### config.mk
export PLATFORM = sky130hd
export DESIGN_NAME = top_k_score_selector
export DESIGN_NICKNAME = d
export VERILOG_FILES = /design/src/hdl/tkss_pkg.sv /design/src/hdl/tkss_cell.sv /design/src/hdl/top_k_score_selector.sv
export SDC_FILE = /design/constraint.sdc
export NUM_CORES = 2
export LEC_CHECK = 0
export CORE_MARGIN = 1
export CORE_UTILIZATION = 65
export DETAILED_ROUTE_END_ITERATION = 6
export DONT_BUFFER_PORTS = 1
export PLACE_DENSITY_LB_ADDON = 0.15
export SLEW_MARGIN = 30
export SYNTH_ARGS = -nofsm -noshare
export SYNTH_HDL_FRONTEND = slang
export SYNTH_SLANG_ARGS = --single-unit
### constraint.sdc
create_clock -name clk -period 4.2 [get_ports clk]
set_clock_uncertainty 0.2 [all_clocks]
set_input_delay 0.42 -clock clk [delete_from_list [all_inputs] [get_ports clk]]
set_output_delay 0.42 -clock clk [all_outputs]
set_load 0.01 [all_outputs]
### src/hdl/tkss_pkg.sv
// Package for the top-k score selector: field widths, the slot entry type,
// the per-cell control struct and the kept-count clamp function.
// Depends on nothing; every other file of the block imports it.
package tkss_pkg;

	localparam int IDX_W      = 16;
	localparam int SCORE_W    = 32;
	localparam int CNT_W      = 5;
	localparam int RANK_W     = 4;
	localparam int READ_LIMIT = 16;
	localparam int SLOT_COUNT_DEF = 16;
	localparam logic [CNT_W-1:0] KEEP_RESET = CNT_W'(10);

	// One slot of the ranked list.
	typedef struct packed {
		logic               valid;
		logic [IDX_W-1:0]   idx;
		logic [SCORE_W-1:0] score;
	} slot_t;

	// Per-cell controls, driven by the top level for each cycle.
	typedef struct packed {
		logic ins;      // an offered pair is broadcast and this cell is inside the kept range
		logic shift_up; // readout: take the entry of the lower neighbor
		logic clr;      // empty this slot
	} cell_ctl_t;

	// Clamp a written count into the range 1 .. limit.
	function automatic logic [CNT_W-1:0] eff_count(input logic [CNT_W-1:0] value,
			input logic [CNT_W-1:0] limit);
		logic [CNT_W-1:0] k;
		k = (value == '0) ? CNT_W'(1) : value;
		if (k > limit) begin
			k = limit;
		end
		return k;
	endfunction

endpackage

### src/hdl/tkss_cell.sv
// One slot cell of the insertion chain: holds an entry, compares it with the
// broadcast pair and hands its entry down (insert) or up (readout).
// Depends on tkss_pkg.
module tkss_cell (
	input  logic                clk,
	input  logic                arst_n,
	input  tkss_pkg::cell_ctl_t ctl,
	input  tkss_pkg::slot_t     new_ent,
	input  logic                prev_taken,
	input  tkss_pkg::slot_t     upper_ent,
	input  tkss_pkg::slot_t     lower_ent,
	output tkss_pkg::slot_t     ent,
	output logic                taken
);
	import tkss_pkg::*;

	slot_t ent_q;
	slot_t ent_d;

	// The list is descending, so the cells that beat their entry form a tail
	// of the kept range; the first of them takes the new pair.
	assign taken = ctl.ins && (new_ent.score > ent_q.score);
	assign ent   = ent_q;

	always_comb begin
		ent_d = ent_q;
		priority if (ctl.clr) begin
			ent_d = '0;
		end else if (ctl.shift_up) begin
			ent_d = lower_ent;
		end else if (ctl.ins && prev_taken) begin
			ent_d = upper_ent;
		end else if (taken) begin
			ent_d = new_ent;
		end else begin
			ent_d = ent_q;
		end
	end

	always_ff @(posedge clk or negedge arst_n) begin
		if (!arst_n) begin
			ent_q <= '0;
		end else begin
			ent_q <= ent_d;
		end
	end

endmodule

### src/hdl/top_k_score_selector.sv
// Top level of the top-k score selector: handshakes, kept-count register,
// readout sequencer, output register and the chain of slot cells.
// Depends on tkss_pkg and tkss_cell.
//
// Usage: each input transaction on s_* offers one (document index, score)
// pair. The pair is compared against all kept slots in the same cycle and
// inserted in rank order, so one pair is taken every clock while the block
// is collecting. A pair whose score does not beat a slot is dropped; a tie
// never displaces an earlier entry, and a score of zero never enters.
// When the transaction carries s_tlast, the pair is inserted and then the
// block reads the list out: one output transaction per kept slot, rank 0
// first, m_tlast on the last one. Once the last pair is taken, the block
// enters the readout; each step loads rank 0 into the output register and
// shifts the chain toward rank 0, filling with empty slots, one result per
// cycle while m_tready is high, so the list is clear when it ends. s_tready
// is low only during the readout. If the receiver stalls, the current
// result waits in the output register and the chain holds. keep_count is
// to be written on the cfg channel only while idle; the block itself does
// not enforce it. Slots at and beyond the new count are emptied. Reset
// empties every slot and sets keep_count to 10, clamped to KEPT_LIM.
module top_k_score_selector #(
	parameter int SLOT_COUNT = tkss_pkg::SLOT_COUNT_DEF
) (
	input  logic                       clk,
	input  logic                       arst_n,
	// Input stream.
	input  logic                       s_tvalid,
	output logic                       s_tready,
	input  logic [47:0]                s_tdata,  // doc_index [15:0], doc_score [47:16]
	input  logic                       s_tlast,  // end_of_set
	// Result stream.
	output logic                       m_tvalid,
	input  logic                       m_tready,
	output logic [55:0]                m_tdata,  // rank [3:0], best_index [19:4],
	                                             // best_score [51:20], zero [55:52]
	output logic [0:0]                 m_tuser,  // slot_filled
	output logic                       m_tlast,  // final_result
	// Configuration: keep_count.
	input  logic                       cfg_valid,
	output logic                       cfg_ready,
	input  logic [tkss_pkg::CNT_W-1:0] cfg_data
);
	import tkss_pkg::*;

	localparam logic [CNT_W-1:0] KEPT_LIM =
		CNT_W'((SLOT_COUNT < READ_LIMIT) ? SLOT_COUNT : READ_LIMIT);

	localparam logic ST_IDLE = 1'b0;
	localparam logic ST_READ = 1'b1;

	logic              state_q;
	logic [CNT_W-1:0]  eff_q;
	logic [RANK_W-1:0] rank_q;

	logic              out_valid_q;
	logic [RANK_W-1:0] out_rank_q;
	slot_t             out_ent_q;
	logic              out_last_q;

	logic             s_acc;
	logic             cfg_acc;
	logic             rd_step;
	logic             rd_last;
	logic [CNT_W-1:0] new_eff;
	slot_t            new_ent;

	slot_t           ent   [SLOT_COUNT];
	logic            taken [SLOT_COUNT];
	cell_ctl_t       ctl   [SLOT_COUNT];

	assign s_tready  = (state_q == ST_IDLE);
	assign cfg_ready = 1'b1;
	assign s_acc     = s_tvalid && s_tready;
	assign cfg_acc   = cfg_valid && cfg_ready;
	assign new_eff   = eff_count(cfg_data, KEPT_LIM);

	assign new_ent.valid = 1'b1;
	assign new_ent.idx   = s_tdata[15:0];
	assign new_ent.score = s_tdata[47:16];

	// One readout step moves rank 0 into the output register and shifts the
	// chain up by one place.
	assign rd_step = (state_q == ST_READ) && (!out_valid_q || m_tready);
	assign rd_last = (({1'b0, rank_q} + CNT_W'(1)) == eff_q);

	// The chain of slot cells.
	for (genvar i = 0; i < SLOT_COUNT; i++) begin : g_cell
		slot_t upper;
		slot_t lower;
		logic  prev;

		assign ctl[i].ins      = s_acc && (i < int'(eff_q));
		assign ctl[i].shift_up = rd_step;
		assign ctl[i].clr      = cfg_acc && (i >= int'(new_eff));

		if (i == 0) begin : g_head
			assign upper = '0;
			assign prev  = 1'b0;
		end else begin : g_body
			assign upper = ent[i-1];
			assign prev  = taken[i-1];
		end

		if (i == SLOT_COUNT - 1) begin : g_tail
			assign lower = '0;
		end else begin : g_mid
			assign lower = ent[i+1];
		end

		tkss_cell u_cell (
			.clk        (clk),
			.arst_n     (arst_n),
			.ctl        (ctl[i]),
			.new_ent    (new_ent),
			.prev_taken (prev),
			.upper_ent  (upper),
			.lower_ent  (lower),
			.ent        (ent[i]),
			.taken      (taken[i])
		);
	end

	// Sequencer and keep_count register.
	always_ff @(posedge clk or negedge arst_n) begin
		if (!arst_n) begin
			state_q <= ST_IDLE;
			eff_q   <= eff_count(KEEP_RESET, KEPT_LIM);
			rank_q  <= '0;
		end else begin
			if (cfg_acc) begin
				eff_q <= new_eff;
			end
			unique case (state_q)
				ST_IDLE: begin
					if (s_acc && s_tlast) begin
						state_q <= ST_READ;
						rank_q  <= '0;
					end
				end
				ST_READ: begin
					if (rd_step) begin
						rank_q <= rank_q + RANK_W'(1);
						if (rd_last) begin
							state_q <= ST_IDLE;
						end
					end
				end
				default: begin
					state_q <= ST_IDLE;
				end
			endcase
		end
	end

	// Output register.
	always_ff @(posedge clk or negedge arst_n) begin
		if (!arst_n) begin
			out_valid_q <= 1'b0;
		end else if (rd_step) begin
			out_valid_q <= 1'b1;
		end else if (m_tready) begin
			out_valid_q <= 1'b0;
		end
	end

	always_ff @(posedge clk) begin
		if (rd_step) begin
			out_rank_q <= rank_q;
			out_ent_q  <= ent[0];
			out_last_q <= rd_last;
		end
	end

	assign m_tvalid = out_valid_q;
	assign m_tdata  = {4'b0000,
		out_ent_q.valid ? out_ent_q.score : {SCORE_W{1'b0}},
		out_ent_q.valid ? out_ent_q.idx : {IDX_W{1'b0}},
		out_rank_q};
	assign m_tuser  = out_ent_q.valid;
	assign m_tlast  = out_last_q;

	// A last-flagged pair always starts a readout.
	a_read_starts: assert property (@(posedge clk) disable iff (!arst_n)
		(s_acc && s_tlast) |=> (state_q == ST_READ))
		else $error("readout did not start after the last pair");

	// A readout that is not finished supplies the next result at once.
	a_read_continues: assert property (@(posedge clk) disable iff (!arst_n)
		(m_tvalid && m_tready && !m_tlast) |=> m_tvalid)
		else $error("readout stopped before the last rank");

	// A filled slot never carries a zero score.
	a_filled_nonzero: assert property (@(posedge clk) disable iff (!arst_n)
		(m_tvalid && m_tuser[0]) |-> (m_tdata[51:20] != '0))
		else $error("filled slot reports a zero score");

	// Input is never taken while the readout runs.
	a_no_input_in_read: assert property (@(posedge clk) disable iff (!arst_n)
		(state_q == ST_READ) |-> !ctl[0].ins)
		else $error("pair inserted during readout");

endmodule

==> summary.md <==
| Metric | Value |
|---|---|
| Gpl congestion | roughly 0.95 |
| Worst skew pair latency | 690 ps |
| Tot GR Track Use | between 40% and 50% |
| Global-route wire length before repair | around 300000 um |
| Worst hold slack | 25.0 ps |
| Max Root-Sink Buffers | 3 |
| Number of synthesized flops with an enable pin | 54 |
| Pint | 26.1 mW |
| Hold Fails Final Rpt | 0 |
| Fillers | ~6700 |
| Final count of negative-setup-slack endpoints | 0 |
| Synth Area per Inst | a little under 9 um2 |
| Mapped Cells | ~6500 |
| CP Class | flip-flop to flip-flop |
| Area leader, netlist | dfrtp_1 |
| Drt drc | 22 |
| Final Total Pwr | approximately 47 mW |
| Routed wire length | 194000 um |
| Post-route design area | between 60000 and 70000 um2 |
| Area share of the largest cell type after synthesis | ~34% |
| Peak VDD IR | roughly 0.62 mV |
| Clock Root Buffer | clkbuf_16 |
| Area Overhead vs Synth | 10.1% |
| Count leader, synth | dfrtp_1 |
| Final net count | between 6000 and 7000 |
| Final Util | between 70 and 80% |
| Gr ovfl total | 0 |
| Fmax | 0.243 GHz |
| Fin cells | ~7600 |
| Sequential share of power | between 30% and 40% |
| Wire per inst | between 20 and 30 um |
| Combinational power share | between 40% and 50% |
| Crit-path max FO | 32 |
| Initial antenna violation count | 8 |
| P_sw | roughly 21 mW |
| Clock sink count | 849 |
| Placed Instance Area | just under 60000 um2 |
| CP Launch Type | flip-flop |
| Failing checks | design-rule violations |
| Vias | roughly 53000 |
| Setup_tns | 0 ps |
| Synth warn | 0 |
| Die W | roughly 300 um |
| Slew Limit Fails | 0 |
| Worst Reg2Reg Path Length in Cells | 11 |
| Drt first pass iters | 7 |
| CP required | 4600 ps |
| Vias/cell | 7.00 |
| Antenna Nets Post-Route | 0 |
| Post-CTS Setup Bufs | 0 |
| Max Cap Viol | 0 |
| Fin crit period | around 4000 ps |
| Top post-synthesis cells by count | 793 x dfrtp_1, 620 x nor2_1, 608 x a21oi_1 |
| HP Class | primary input to flip-flop |
| Dpl hpwl | ~120000 um |
| Pre-CTS setup slack | between 100 and 150 ps |
| Synth unique cells | between 70 and 80 |
| Power Density | around 740 nW/um2 |
| Clock share of power | 19.6% |
| Top_reg_cell synth | dfrtp_1 |
| CTS tree | yes |
| Row count | about 110 |
| RSZ-0062 raised after global routing | no |
| Async set-reset flop share out of synthesis | a little over nine tenths |
| H-Tree Depth | 3 |
| Worst Max-Slew Pin Slew | 1120 ps |
| Ranking of synthesized cells by area | dfrtp_1 34%, ha_1 11%, a21oi_1 5.3% |
| Worst EP arrival | about 4500 ps |
| Core area | around 87000 um2 |
| Leakage | 29.8 nW |
| Status | finished, violations left |
| Total CTS buffers | 96 |
| Dpl cells | about 7300 |
| Flops & latches, synth | roughly 850 |
| Fin crit share | between 90 and 100% |
| Switching share of total power | between 40 and 50% |
| Setup crit end kind | flip-flop |
| IO Pins | 120 |
| Seq/Total Area, Yosys | 37.3% |
| Vias in the first global route | roughly 52000 |
| DIE AREA | about 90000 um2 |
| Initial core utilization | roughly two thirds |
| Vert. Die Dim | approximately 300 um |
| Max-Slew Margin vs Limit | between 20% and 30% |
| Ratio of cells with drive above 1 in the final layout | about 7.3% |
| Pin count of the biggest net entering global routing | about 800 |
| PortBufs | 0 |
| Final worst slack | ~83 ps |
| Hold Path Stages | 3 |
| DR iter-0 viols | 5963 |
| CTS clk-pin slew, worst paths | ~60 ps |
| Post-Syn Area | 57600 um2 |
-- worst paths after layout --
path                                        endpoint  slack (ps)                       from
max                        g_cell[13].u_cell.ent[16]          80  g_cell[12].u_cell.ent[30]
min                         g_cell[3].u_cell.ent[48]          30                cfg_data[3]
max reg2reg                g_cell[13].u_cell.ent[16]          80  g_cell[12].u_cell.ent[30]
min reg2reg                            out_ent_q[41]         270   g_cell[0].u_cell.ent[41]
max in group asynchronous   g_cell[9].u_cell.ent[46]         470                     arst_n
min in group asynchronous   g_cell[0].u_cell.ent[23]         380                     arst_n
-- cells in the final DEF (no fill, tap or decap), types with 85 or more instances in the layout --
cell type and n:
o21ai_0 287, clkbuf_16 98, mux2i_1 288, nand4_1 121, inv_1 553, dfrtp_1 793
buf_4 105, nand2_1 422, o31ai_1 106, ha_1 513, a21o_1 85, a22oi_1 101
o22ai_1 98, a22o_1 298, a221oi_1 153, nor2_1 611, a21oi_1 607
-- registers in the layout, indices dropped and copies added, names as in the netlist --
register           cells
m_tlast                1
m_tuser                1
out_rank_q             4
eff_q                  5
state_q                1
g_cell.u_cell.ent    784
out_ent_q             48
rank_q                 4
m_tvalid               1
-- what timing repair did --
item                        CTS  global route
resized for setup             0             1
hold buffers                 58             2
setup endpoints to repair     0            46
hold endpoints to repair   1534           132
-- critical path, stage by stage (launching register included) --
cell     delay [ps]
dfrtp_1         410
inv_1            60
ha_1            310
nand4_1         160
nor4_1          580
nand4_1         290
or2_1           320
a22oi_1         280
or3b_1          460
a211o_2         370
buf_4           310
o22ai_1         260
-- area by class of cell --
cell class / count / area (um2) / area share (%)
Tap cell: 1155 / 1450 / 2.28
Antenna cell: 8 / 20.0 / 0.0315
Clock buffer: 141 / 2850 / 4.50
Sequential cell: 849 / 21500 / 33.9
Clock inverter: 41 / 559 / 0.881
Inverter: 554 / 2090 / 3.29
Timing Repair Buffer: 225 / 2650 / 4.17
Multi-Input combinational cell: 4596 / 32300 / 51.0
-- layer usage --
layer	global-route usage, %	wire [um]
met1	54.7	74900
met2	65.6	86300
met3	11.3	21400
met4	24.8	11500
met5	1.69	239
-- power groups by stage --
| stage | Combinational [mW] | Clock (mW) | Sequential (mW) |
|---|---|---|---|
| floorplan | 15.8 | 0 | 13.9 |
| global placement | 20.5 | 0 | 15.0 |
| detailed placement | 21.3 | 0 | 15.1 |
| CTS | 21.7 | 9.19 | 15.0 |
| global route | 24.6 | 9.49 | 15.5 |
| finish | 22.4 | 9.16 | 15.1 |
-- cell families after synthesis --
| kind of cell | synth area share (%) |
|---|---|
| AOI/OAI and AO/OA | 25.5 |
| and+or+nand+nor | 12.4 |
| DFF | 37.3 |
| buffers and inverters | 7.19 |
| muxes | 6.37 |
| other | 0.0130 |
| adders and majority gates | 11.1 |
| xor gates and xnor gates | 0.0760 |
No activity file was read; power rests on OpenSTA's default activity.
